--- src/rtl/scoped_run_length_local_type_map_top_macros.svh ---
// ----------------------------------------------------------------------------
// Assertion macros for the scoped run-length local type map
// Same-cycle and next-cycle implication forms; they compile away in synthesis.
// ----------------------------------------------------------------------------
`ifndef SCOPED_RUN_LENGTH_LOCAL_TYPE_MAP_TOP_MACROS_SVH
`define SCOPED_RUN_LENGTH_LOCAL_TYPE_MAP_TOP_MACROS_SVH

`ifndef SYNTHESIS
`define SRLTM_ASSERT_IMP(label, clk, rst_n, ante, cons) \
	label: assert property (@(posedge clk) disable iff (!rst_n) (ante) |-> (cons)) \
		else $error("srltm: same-cycle check failed");
`define SRLTM_ASSERT_NXT(label, clk, rst_n, ante, cons) \
	label: assert property (@(posedge clk) disable iff (!rst_n) (ante) |=> (cons)) \
		else $error("srltm: next-cycle check failed");
`else
`define SRLTM_ASSERT_IMP(label, clk, rst_n, ante, cons)
`define SRLTM_ASSERT_NXT(label, clk, rst_n, ante, cons)
`endif

`endif

--- src/rtl/srltm_pkg.sv ---
// ----------------------------------------------------------------------------
// srltm_pkg
// Sizes, types and operation codes of the scoped run-length local type map.
// ----------------------------------------------------------------------------
package srltm_pkg;

	localparam int MAX_RUNS   = 64;
	localparam int MAX_SCOPES = 16;

	localparam int RUN_IW   = $clog2(MAX_RUNS);
	localparam int RUN_CW   = $clog2(MAX_RUNS + 1);
	localparam int SCOPE_IW = (MAX_SCOPES > 1) ? $clog2(MAX_SCOPES) : 1;
	localparam int SCOPE_CW = $clog2(MAX_SCOPES + 1);

	typedef logic [RUN_IW-1:0]   run_idx_t;
	typedef logic [RUN_CW-1:0]   run_cnt_t;
	typedef logic [SCOPE_IW-1:0] scope_idx_t;
	typedef logic [SCOPE_CW-1:0] scope_cnt_t;

	localparam run_cnt_t   RUN_FULL   = run_cnt_t'(MAX_RUNS);
	localparam scope_cnt_t SCOPE_FULL = scope_cnt_t'(MAX_SCOPES);

	typedef struct packed {
		logic [7:0]  run_type;
		logic [31:0] run_end;
	} run_entry_t;

	localparam int ENTRY_W = $bits(run_entry_t);

	typedef enum logic [2:0] {
		OP_CLEAR  = 3'd0,
		OP_APPEND = 3'd1,
		OP_OPEN   = 3'd2,
		OP_CLOSE  = 3'd3,
		OP_LOOKUP = 3'd4
	} op_t;

endpackage

--- src/rtl/srltm_ram.sv ---
// ----------------------------------------------------------------------------
// srltm_ram
// Generic single-write, single-read RAM with registered read data.
// ----------------------------------------------------------------------------
module srltm_ram #(
	parameter int WIDTH = 8,
	parameter int DEPTH = 2
) (
	input  logic                     clk,
	input  logic                     we,
	input  logic [$clog2(DEPTH)-1:0] waddr,
	input  logic [WIDTH-1:0]         wdata,
	input  logic [$clog2(DEPTH)-1:0] raddr,
	output logic [WIDTH-1:0]         rdata
);

	logic [WIDTH-1:0] mem [DEPTH];

	always_ff @(posedge clk) begin
		if (we) begin
			mem[waddr] <= wdata;
		end
		rdata <= mem[raddr];
	end

endmodule

--- src/rtl/scoped_run_length_local_type_map_top.sv ---
// ----------------------------------------------------------------------------
// scoped_run_length_local_type_map_top
// Clear, open, refused or empty-scope close, spare codes, zero or overflowing append and
// empty-list lookup finish at the decode; merge, insert and close walk the R pairs that
// follow the insertion point or the dropped pairs, insert then writes the new pair, a
// full store is refused after the previous-pair read; lookup scans to a match or the end.
// One transfer at a time, the next may land on the strobe's edge; the strobe cannot be
// held off. Reset (async, active low) empties the list and scopes.
// ----------------------------------------------------------------------------
`include "scoped_run_length_local_type_map_top_macros.svh"

module scoped_run_length_local_type_map_top (
	input  logic        clk,
	input  logic        arst_n,
	input  logic        start,
	output logic        busy,
	input  logic [2:0]  operation,
	input  logic [31:0] run_length,
	input  logic [7:0]  type_code,
	input  logic [31:0] local_index,
	output logic        done,
	output logic        ok,
	output logic        found,
	output logic [7:0]  found_type,
	output logic [31:0] total_locals
);

	// Sequencer states: CHECK decodes and issues the first memory read, PREV and
	// HELD consume that read, RUN streams the entry walk, INS writes a new pair.
	typedef enum logic [2:0] {
		S_IDLE,
		S_CHECK,
		S_PREV,
		S_HELD,
		S_RUN,
		S_INS
	} state_t;

	// What the entry walk does with each entry it reads.
	typedef enum logic [1:0] {
		M_RAISE,    // end += run_length, written in place (merge)
		M_SHIFT,    // end += run_length, written one slot up (insert)
		M_COMPACT,  // end -= held, written k slots down (close)
		M_SCAN      // compare local_index against end (lookup)
	} mode_t;

	state_t state_q;
	mode_t  mode_q;

	// Captured operation
	logic [2:0]  op_q;
	logic [31:0] n_q;
	logic [7:0]  ty_q;
	logic [31:0] idx_q;

	// Architectural state (the pair list itself lives in the RAM)
	srltm_pkg::run_cnt_t   rc_q;
	srltm_pkg::scope_cnt_t depth_q;
	srltm_pkg::run_cnt_t   spc_q [srltm_pkg::MAX_SCOPES];
	logic [31:0]           total_q;

	// Working registers of the current operation
	srltm_pkg::run_cnt_t at_q;        // insertion point, or k on close
	logic [31:0]         pend_total_q;
	logic [31:0]         prev_end_q;
	logic [31:0]         held_q;
	srltm_pkg::run_idx_t ptr_q;
	srltm_pkg::run_idx_t koff_q;
	srltm_pkg::run_cnt_t cnt_q;

	// Walk pipeline: read in one cycle, modify and write in the next
	logic                v_s1;
	srltm_pkg::run_idx_t waddr_s1;

	// Result registers
	logic       done_q;
	logic       ok_q;
	logic       found_q;
	logic [7:0] found_type_q;

	// RAM port signals
	logic                   ram_we;
	srltm_pkg::run_idx_t    ram_waddr;
	srltm_pkg::run_entry_t  ram_wdata;
	srltm_pkg::run_idx_t    ram_raddr;
	logic [srltm_pkg::ENTRY_W-1:0] ram_rdata;
	srltm_pkg::run_entry_t  rd;

	// Shared adder
	logic [31:0] add_a;
	logic [31:0] add_b;
	logic        add_ci;
	logic [32:0] sum;

	// Scope decode
	srltm_pkg::scope_idx_t top_idx;
	srltm_pkg::run_cnt_t   spc_top;
	srltm_pkg::run_cnt_t   at_c;
	logic                  prev_match;
	srltm_pkg::run_idx_t   waddr_next;

	assign busy         = (state_q != S_IDLE);
	assign done         = done_q;
	assign ok           = ok_q;
	assign found        = found_q;
	assign found_type   = found_type_q;
	assign total_locals = total_q;

	assign rd = ram_rdata;

	// Innermost scope and its insertion point, clamped to the list length.
	assign top_idx = srltm_pkg::scope_idx_t'(depth_q - 1'b1);
	assign spc_top = spc_q[top_idx];
	assign at_c    = (spc_top > rc_q) ? rc_q : spc_top;

	// Pair before the insertion point carries the same type: merge into it.
	assign prev_match = (at_q != '0) && (rd.run_type == ty_q);

	// One adder serves the overflow check, every end update, the new totals
	// and the lookup compare (carry out of end + ~index means end > index).
	always_comb begin
		add_a  = total_q;
		add_b  = n_q;
		add_ci = 1'b0;
		case (state_q)
			S_PREV: begin
				add_a = rd.run_end;
			end
			S_HELD: begin
				add_b  = ~rd.run_end;
				add_ci = 1'b1;
			end
			S_RUN: begin
				add_a = rd.run_end;
				case (mode_q)
					M_COMPACT: begin
						add_b  = ~held_q;
						add_ci = 1'b1;
					end
					M_SCAN: begin
						add_b = ~idx_q;
					end
					default: begin
						add_b = n_q;
					end
				endcase
			end
			S_INS: begin
				add_a = prev_end_q;
			end
			default: begin
				add_a = total_q;
			end
		endcase
	end

	assign sum = {1'b0, add_a} + {1'b0, add_b} + {32'd0, add_ci};

	// Write slot of the entry being read, per walk mode.
	always_comb begin
		case (mode_q)
			M_SHIFT:   waddr_next = ptr_q + 1'b1;
			M_COMPACT: waddr_next = ptr_q - koff_q;
			default:   waddr_next = ptr_q;
		endcase
	end

	// RAM access: reads are issued from CHECK (entry before the insertion point,
	// or the last pair of the closing scope) and from the walk; writes come from
	// the merge, the walk's second stage and the final insert.
	always_comb begin
		ram_raddr = ptr_q;
		ram_we    = 1'b0;
		ram_waddr = waddr_s1;
		ram_wdata = '{run_type: rd.run_type, run_end: sum[31:0]};
		case (state_q)
			S_CHECK: begin
				ram_raddr = srltm_pkg::run_idx_t'(at_c - 1'b1);
			end
			S_PREV: begin
				ram_we    = prev_match;
				ram_waddr = srltm_pkg::run_idx_t'(at_q - 1'b1);
			end
			S_RUN: begin
				ram_we = v_s1 && (mode_q != M_SCAN);
			end
			S_INS: begin
				ram_we    = 1'b1;
				ram_waddr = srltm_pkg::run_idx_t'(at_q);
				ram_wdata = '{run_type: ty_q, run_end: sum[31:0]};
			end
			default: begin
				ram_we = 1'b0;
			end
		endcase
	end

	srltm_ram #(
		.WIDTH (srltm_pkg::ENTRY_W),
		.DEPTH (srltm_pkg::MAX_RUNS)
	) u_runs (
		.clk   (clk),
		.we    (ram_we),
		.waddr (ram_waddr),
		.wdata (ram_wdata),
		.raddr (ram_raddr),
		.rdata (ram_rdata)
	);

	// Sequencer, architectural state and result registers.
	always_ff @(posedge clk or negedge arst_n) begin
		if (!arst_n) begin
			state_q      <= S_IDLE;
			mode_q       <= M_SCAN;
			rc_q         <= '0;
			depth_q      <= srltm_pkg::scope_cnt_t'(1);
			total_q      <= '0;
			v_s1         <= 1'b0;
			done_q       <= 1'b0;
			ok_q         <= 1'b0;
			found_q      <= 1'b0;
			found_type_q <= '0;
			cnt_q        <= '0;
			for (int i = 0; i < srltm_pkg::MAX_SCOPES; i++) begin
				spc_q[i] <= '0;
			end
		end else begin
			done_q <= 1'b0;
			unique case (state_q)
				S_IDLE: begin
					if (start) begin
						// Capture the transfer and clear the lookup result fields.
						op_q         <= operation;
						n_q          <= run_length;
						ty_q         <= type_code;
						idx_q        <= local_index;
						found_q      <= 1'b0;
						found_type_q <= '0;
						state_q      <= S_CHECK;
					end
				end

				S_CHECK: begin
					unique case (op_q)
						srltm_pkg::OP_CLEAR: begin
							rc_q     <= '0;
							depth_q  <= srltm_pkg::scope_cnt_t'(1);
							spc_q[0] <= '0;
							total_q  <= '0;
							ok_q     <= 1'b1;
							done_q   <= 1'b1;
							state_q  <= S_IDLE;
						end
						srltm_pkg::OP_APPEND: begin
							if (n_q == '0) begin
								ok_q    <= 1'b1;
								done_q  <= 1'b1;
								state_q <= S_IDLE;
							end else if (sum[32]) begin
								// Total would pass 2^32-1: refuse.
								ok_q    <= 1'b0;
								done_q  <= 1'b1;
								state_q <= S_IDLE;
							end else begin
								at_q         <= at_c;
								pend_total_q <= sum[31:0];
								state_q      <= S_PREV;
							end
						end
						srltm_pkg::OP_OPEN: begin
							if (depth_q < srltm_pkg::SCOPE_FULL) begin
								spc_q[srltm_pkg::scope_idx_t'(depth_q)] <= '0;
								depth_q <= depth_q + 1'b1;
								ok_q    <= 1'b1;
							end else begin
								ok_q <= 1'b0;
							end
							done_q  <= 1'b1;
							state_q <= S_IDLE;
						end
						srltm_pkg::OP_CLOSE: begin
							if (depth_q <= srltm_pkg::scope_cnt_t'(1)) begin
								ok_q    <= 1'b0;
								done_q  <= 1'b1;
								state_q <= S_IDLE;
							end else begin
								depth_q <= depth_q - 1'b1;
								if (at_c == '0) begin
									ok_q    <= 1'b1;
									done_q  <= 1'b1;
									state_q <= S_IDLE;
								end else begin
									at_q    <= at_c;
									state_q <= S_HELD;
								end
							end
						end
						srltm_pkg::OP_LOOKUP: begin
							if (rc_q == '0) begin
								ok_q    <= 1'b1;
								done_q  <= 1'b1;
								state_q <= S_IDLE;
							end else begin
								mode_q  <= M_SCAN;
								ptr_q   <= '0;
								cnt_q   <= rc_q;
								v_s1    <= 1'b0;
								state_q <= S_RUN;
							end
						end
						default: begin
							ok_q    <= 1'b0;
							done_q  <= 1'b1;
							state_q <= S_IDLE;
						end
					endcase
				end

				S_PREV: begin
					if (prev_match) begin
						// Merge written this cycle; raise the ends behind it.
						total_q <= pend_total_q;
						if (rc_q == at_q) begin
							ok_q    <= 1'b1;
							done_q  <= 1'b1;
							state_q <= S_IDLE;
						end else begin
							mode_q  <= M_RAISE;
							ptr_q   <= srltm_pkg::run_idx_t'(at_q);
							cnt_q   <= rc_q - at_q;
							v_s1    <= 1'b0;
							state_q <= S_RUN;
						end
					end else if (rc_q == srltm_pkg::RUN_FULL) begin
						ok_q    <= 1'b0;
						done_q  <= 1'b1;
						state_q <= S_IDLE;
					end else begin
						// Insert: move the tail up one slot, then write the new pair.
						total_q        <= pend_total_q;
						rc_q           <= rc_q + 1'b1;
						spc_q[top_idx] <= at_q + 1'b1;
						prev_end_q     <= (at_q != '0) ? rd.run_end : 32'd0;
						if (rc_q == at_q) begin
							state_q <= S_INS;
						end else begin
							mode_q  <= M_SHIFT;
							ptr_q   <= srltm_pkg::run_idx_t'(rc_q - 1'b1);
							cnt_q   <= rc_q - at_q;
							v_s1    <= 1'b0;
							state_q <= S_RUN;
						end
					end
				end

				S_HELD: begin
					// Drop the scope's k pairs; the rest moves down and is lowered.
					held_q  <= rd.run_end;
					total_q <= sum[31:0];
					rc_q    <= rc_q - at_q;
					if (rc_q == at_q) begin
						ok_q    <= 1'b1;
						done_q  <= 1'b1;
						state_q <= S_IDLE;
					end else begin
						mode_q  <= M_COMPACT;
						ptr_q   <= srltm_pkg::run_idx_t'(at_q);
						koff_q  <= srltm_pkg::run_idx_t'(at_q);
						cnt_q   <= rc_q - at_q;
						v_s1    <= 1'b0;
						state_q <= S_RUN;
					end
				end

				S_RUN: begin
					// Advance the read side while entries remain.
					if (cnt_q != '0) begin
						v_s1     <= 1'b1;
						waddr_s1 <= waddr_next;
						ptr_q    <= (mode_q == M_SHIFT) ? ptr_q - 1'b1 : ptr_q + 1'b1;
						cnt_q    <= cnt_q - 1'b1;
					end else begin
						v_s1 <= 1'b0;
					end
					if ((mode_q == M_SCAN) && v_s1 && sum[32]) begin
						found_q      <= 1'b1;
						found_type_q <= rd.run_type;
						ok_q         <= 1'b1;
						done_q       <= 1'b1;
						state_q      <= S_IDLE;
					end else if (cnt_q == '0) begin
						// Last entry is written (or compared) this cycle.
						if (mode_q == M_SHIFT) begin
							state_q <= S_INS;
						end else begin
							ok_q    <= 1'b1;
							done_q  <= 1'b1;
							state_q <= S_IDLE;
						end
					end
				end

				S_INS: begin
					ok_q    <= 1'b1;
					done_q  <= 1'b1;
					state_q <= S_IDLE;
				end

				default: begin
					state_q <= S_IDLE;
				end
			endcase
		end
	end

	`SRLTM_ASSERT_IMP(a_run_count_bound, clk, arst_n, 1'b1, rc_q <= srltm_pkg::RUN_FULL)
	`SRLTM_ASSERT_IMP(a_depth_bound, clk, arst_n, 1'b1,
		(depth_q != '0) && (depth_q <= srltm_pkg::SCOPE_FULL))
	`SRLTM_ASSERT_NXT(a_accept_busy, clk, arst_n, start && !busy, busy)
	`SRLTM_ASSERT_IMP(a_done_idle, clk, arst_n, done, !busy)
	`SRLTM_ASSERT_IMP(a_found_ok, clk, arst_n, done && found,
		ok && (op_q == srltm_pkg::OP_LOOKUP))

endmodule
--- config.mk ---
export PLATFORM = sky130hd
export DESIGN_NAME = scoped_run_length_local_type_map_top
export DESIGN_NICKNAME = d
export VERILOG_FILES = /design/src/rtl/srltm_pkg.sv /design/src/rtl/srltm_ram.sv /design/src/rtl/scoped_run_length_local_type_map_top.sv
export VERILOG_INCLUDE_DIRS = /design/src /design/src/rtl
export SDC_FILE = /design/constraint.sdc
export NUM_CORES = 2
export LEC_CHECK = 0
export ABC_CLOCK_PERIOD_IN_PS = 15400
export BUFFER_PORTS_ARGS = -buffer_cell sky130_fd_sc_hd__buf_2
export CAP_MARGIN = 40
export CORE_MARGIN = 10
export CORE_UTILIZATION = 50
export CTS_BUF_LIST = sky130_fd_sc_hd__clkbuf_8
export DETAILED_ROUTE_END_ITERATION = 6
export GPL_TIMING_DRIVEN = 1
export HOLD_SLACK_MARGIN = 0.05
export PLACE_DENSITY = 0.73
export SYNTH_ARGS = -nofsm -noshare
export SYNTH_HDL_FRONTEND = slang
export SYNTH_SLANG_ARGS = --single-unit
--- constraint.sdc ---
create_clock -name clk -period 15.4 [get_ports clk]
set_input_delay 0.77 -clock clk [delete_from_list [all_inputs] [get_ports clk]]
set_output_delay 0.77 -clock clk [all_outputs]
set_load 0.01 [all_outputs]
-- Yosys cells after proc, flatten, opt, wreduce, memory -nomap -nowiden
Memory sizes are Yosys's and may differ from the RTL's. A register that Yosys moved wholly into a read port is not among the register bits.
Index checks and enable logic that the tools add are counted.
- $add $sub $neg: 14
- magnitude comparators: 7
- equal/unequal tests: 43
- muxes and demuxes: 122
- bitwise logic cells: 12
- reductions and logical operators: 42
- operators with widths (kind ; count):
    two-way mux 112 bit ; 3
    one-hot mux 112 bit (2 select lines) ; 1
    one-hot mux 32 bit (2 select lines) ; 3
    two-way mux 7 bit ; 18
    AND 112 bit ; 1
    bitwise mux 112 bit ; 1
    NOT 112 bit ; 1
    two-way mux 105 bit ; 1
    two-way mux 32 bit ; 3
    NOT 32 bit ; 3
    one-hot mux 32 bit (3 select lines) ; 1
    demux 7 bit (select 4 bit) ; 2
    two-way mux 6 bit ; 9
    two-way mux 40 bit ; 1
    two-way mux 1 bit ; 35
    adder 32 x 32 -> 33 bit ; 1
    adder 33 x 1 -> 33 bit ; 1
    zero test 32 bit ; 1
    != test 2 bit, second input constant ; 16
    binary-select mux 7 bit (select 4 bit) ; 1
    one-hot mux 7 bit (2 select lines) ; 2
    one-hot mux 7 bit (4 select lines) ; 1
    two-way mux 3 bit ; 8
    one-hot mux 6 bit (2 select lines) ; 2
    56 further kinds ; 124
- bits in registers: 376
- memory bits (writable): 2560
- input bits: 78
- output and inout port bits: 44
- word-level logic and storage cells: 279
- memories kept: 1
- memory list (name ; depth ; width ; read ports ; clocked after Yosys merged registers in ; wr ports ; RTL line ; RTL):
    u_runs.mem ; 64 ; 40 ; 1 ; 1 ; 1 ; srltm_ram.sv:17 ; logic [WIDTH-1:0] mem [DEPTH];

-- Logic depth before layout (Yosys ltp)
- depth after elaboration: 12
- gate-level depth with buffers: 30

-- Hierarchy
Synthesis repeated with hierarchy kept, for this count alone.
- cells, all modules: 6287
- area, all modules: 118484.9 µm²
- by module, submodules not included (module ; times used ; cells each ; area each (µm²) ; sequential area each (µm²)):
    srltm_ram ; 1 ; 4263 ; 97960.2 ; 77674.5
    scoped_run_length_local_type_map_top ; 1 ; 2024 ; 20524.7 ; 10393.7

-- Least setup slack after synthesis
No wires, ideal clock.
- path type: flip-flop to flip-flop
- start point: register depth_q[0]
- end point: register u_runs.rdata[10], read port of u_runs.mem
- arrival: 6.899 ns
- setup slack: 8.380 ns
- stages on the path, launching flop included: 29
- path buffers: 10
- cells stage by stage: dfstp_2 > buf_6 > buf_6 > buf_4 > inv_1 > ha_1 > buf_4 > buf_2 > buf_1 > mux4_2 > nor2b_1 > a211oi_1 > a21oi_1 > ha_1 > and3_1 > a221o_1 > o21ai_1 > mux2_4 > inv_1 > ha_1 > o21ai_1 > clkbuf_1 > clkbuf_1 > clkbuf_1 > clkbuf_1 > nand3_1 > a31oi_1 > a21oi_1 > a221o_1
- longest elaborated chain between the ends: 9
- ends and longest elaborated chain (what ; RTL line ; RTL):
    start, declared ; scoped_run_length_local_type_map_top.sv:58 ; srltm_pkg::scope_cnt_t depth_q;
    start signal, assigned ; scoped_run_length_local_type_map_top.sv:216 ; depth_q <= srltm_pkg::scope_cnt_t'(1);
    start signal, assigned ; scoped_run_length_local_type_map_top.sv:247 ; depth_q <= srltm_pkg::scope_cnt_t'(1);
    start signal, assigned ; scoped_run_length_local_type_map_top.sv:273 ; depth_q <= depth_q + 1'b1;
    subtractor 5 x 1 -> 5 bit (*) ; -- ;
    NOT 4 -> 5 bit (implied by the code) (*) ; scoped_run_length_local_type_map_top.sv:113 ; assign spc_top = spc_q[top_idx];
    binary-select mux 7 bit (select 4 bit) (*) ; scoped_run_length_local_type_map_top.sv:113 ;
    two-way mux 7 bit (implied by the code) (*) (2 in a row) ; scoped_run_length_local_type_map_top.sv:113 ;
    > comparator 7 bit ; scoped_run_length_local_type_map_top.sv:114 ; assign at_c = (spc_top > rc_q) ? rc_q : spc_top;
    two-way mux 7 bit (*) ; scoped_run_length_local_type_map_top.sv:114 ;
    via at_c[1] ; scoped_run_length_local_type_map_top.sv:98 ; srltm_pkg::run_cnt_t at_c;
    subtractor 6 x 1 -> 6 bit (*) ; scoped_run_length_local_type_map_top.sv:178 ; ram_raddr = srltm_pkg::run_idx_t'(at_c - 1'b1);
    two-way mux 6 bit (*) ; scoped_run_length_local_type_map_top.sv:176 ; case (state_q)
    end, declared ; srltm_ram.sv:14 ; output logic [WIDTH-1:0] rdata
Mark *: on every way through the listed nets, which the timed path passes. The rest lies on a longest branch. The select of a mux whose other input is x is not followed.
A chain may end at the register's enable or synchronous reset.

-- Final worst setup path
- start point: register depth_q[0]
- end point: register u_runs.rdata[24], read port of u_runs.mem
Same word-level chain as after synthesis.

==> flow_summary.toml <==
[global_routing]
groute.usage.overall_pct = 25.7
gr-usage-met3_pct = 6.16
grt_max_degree = 234
antenna_found_initial = 11
first_global_vias = 78883
busiest_layer = "met2"
met1_usage_pct = 34.5
gr-usage-met2_pct = 39.1
grt.overflow.total = 0
grt_pass1_wl_um = 518000

[power]
p_per_area_mw_per_mm2 = 239
p_leak_nw = 48.3
vdd_drop_max_v = 0.000368

[route]
drtIter0Drc = 11742
ant_nets = 0
drc = 1
dr.pass1.iters = 7
vias_per_cell = 6.40
vias = 83527
drt-wirelength-per-cell_um = 27.3
wirelength_um = 356000

[placement]
place_congestion = 0.897
dp.cells = 12122
portBuffers = 121
hpwl_um = 199000

[final_layout]
nFillCells = 18547
seq_area_sq_mm = 0.0881
drive_gt1_share_pct = 11.7
fin_cells = 13043
nNetsFinal = 9618
area_delta_synth_final_pct = 12.8
multi_input_area_sq_mm = 0.0325

[sta]
final.setup_skew_ns = 0.123
finalCriticalPeriod_ns = 8.94
worst-slew-pin-transition_ns = 1.14
fin_crit_sh_pct = 58.0
relSlewSlack_pct = 24.1
setup_viol = 0
finalHoldViolations = 0
fin_setup_tns_ns = 0
fmax_mhz = 112
rsz0062_at_grt = "false"
final_max_slew_viol_count = 0

[synthesis]
synth_edf_count = 2756
synth_nets = 9349
yosys-top-cells-area = "edfxtp_1 (67%), nand3_1 (5.9%), nand2_1 (4.3%)"
synth.most_common_cell = "edfxtp_1"
synth_cells = 9198
syn_area_sq_mm = 0.123
synth_top_area_share_pct = 67.5
synth_top_cells_by_count = "edfxtp_1 (2756), nand3_1 (1444), nand2_1 (1405)"
ys_ff_latch = 2976
synthDistinctLibCells = 82
syn_avg_cell_area_sq_um = 13.3
yosys.area.top_type = "edfxtp_1"
ys_warn_count = 0
synth-async-reset-ratio_pct = 6.05
seq_area_frac_synth_pct = 71.8
synth_flop_cell = "edfxtp_1"

[cts]
cts_setup_buffers = 0
cts.sinks = 2976
numCtsBuffers = 469
cts-htree-levels = 5
clkLatencyLatePin_ns = 1.16
cts_root_buf = "clkbuf_8"
cts_tree = "yes"
post_cts_resized = 0
clkSlewWorstSetupHoldPaths_ns = 0.06
cts.path.max_buffers = 4

[setup_path]
cp.arrival_ns = 9.99
cp-end-kind = "register"
slowest_stage = "a21oi_1"
cp-startpoint = "depth_q[0]"
crit_type = "register to register"
path_buf_inv = 9
crit_path_max_incr_delay_ns = 0.70
rrSetupSlack_ns = 6.46
crit_top_cell = "buf_4"
start_kind = "register"
path_delay_family = "buffers and inverters"
worst-path-max-fanout = 169
worstPathRequired_ns = 16.45
r2r-start = "depth_q[0]"

[die]
start_util_pct = 50.3
core_area_sq_mm = 0.244
die_w_um = 515
die-height_um = 515
io_pins = 122
rows = 181
die_area_sq_mm = 0.265

[status]
failed_checks = "design-rule violations"
status = "finished with violations"

[worst_hold_path]
hold_path.class = "primary input to asynchronous set/reset pin"

[flow_run]
drv_cap = 0
[per-stage QoR]
step	cell area, sq um	hold slack [ns]	util [%]	power [mW]	setup WS, ns
after detailed placement	129000	0.462	53.1	26.8	6.62
after floorplan	123000	0.424	-	21.3	8.38
after global routing	138000	0.104	56.8	34.3	6.08
final	138000	0.101	56.8	33.0	6.46
after global placement	127000	0.455	52.1	26.1	5.96
after CTS	138000	0.0573	56.8	32.8	6.61
[routing by layer]
metal	share of wire (%)	vias up
met5	0.024	-
met4	6.1	8
met3	13	1051
met2	45	5601
met1	37	41151
li1	-	35716
[kinds of logic (layout without fill, tap and decap cells)]
family	after synthesis	in the layout	synth area share [%]
flip-flops	2976	2976	71.8
buffers and inverters	756	1387	2.53
AND/OR/NAND/NOR	3469	3469	12.8
multiplexers	358	358	3.23
XOR/XNOR	72	72	0.520
AO/OA/AOI/OAI	1493	1493	8.31
adder cells (fa/ha/maj)	74	74	0.777
other	0	12	0
[where the power goes]
part	internal, mW	total [mW]	switching [mW]	leakage, nW
clock	3.03	6.04	3.01	4.89
sequential	11.9	12.3	0.345	27.6
combinational	3.93	14.7	10.8	15.8
[flip-flops by register name, summed over array words and instances (netlist names), 8 cells and up]
name	count
u_runs.mem	2560
prev_end_q	32
idx_q	32
found_type	8
n_q	32
held_q	32
spc_q	112
u_runs.rdata	40
total_locals	32
ty_q	8
pend_total_q	32
[cell type report]
class,instances,share of cell area [%]
Sequential cell,2976,63.6
Clock inverter,335,1.06
Timing Repair Buffer,484,3.77
Antenna cell,12,0.0217
Tap cell,3202,2.89
Inverter,70,0.190
Multi-Input combinational cell,5466,23.5
Clock buffer,498,4.95
[layout by cell type, fill, tap and decap left out, types with 51 or more instances in the layout]
master and n:
nand2_1 1405, edfxtp_1 2756, clkinv_1 112, a21oi_1 151
dlygate4sd3_1 76, buf_16 57, nand3_1 1444, inv_1 225
clkinv_2 54, a221o_1 51, and3_1 211, nor2_4 72
buf_2 121, clkbuf_8 498, a311oi_1 81, ha_1 69
o21ai_0 229, buf_4 184, nor2_1 180, mux2i_1 316
o211ai_1 162, a31oi_1 487, dfrtp_1 176
[worst paths after layout]
check                              endpoint  depth (start not counted)
max                        u_runs.rdata[24]                         25
min                         total_locals[4]                          2
max reg2reg                u_runs.rdata[24]                         25
min reg2reg                           found                          1
max in group asynchronous         spc_q[11]                          5
min in group clk                      found                          3
[repair_timing]
action	in CTS	in global routing
hold endpoints to repair	104	0
setup endpoints to repair	0	0
hold buffers	76	0
(Power assumes the default switching activity.)
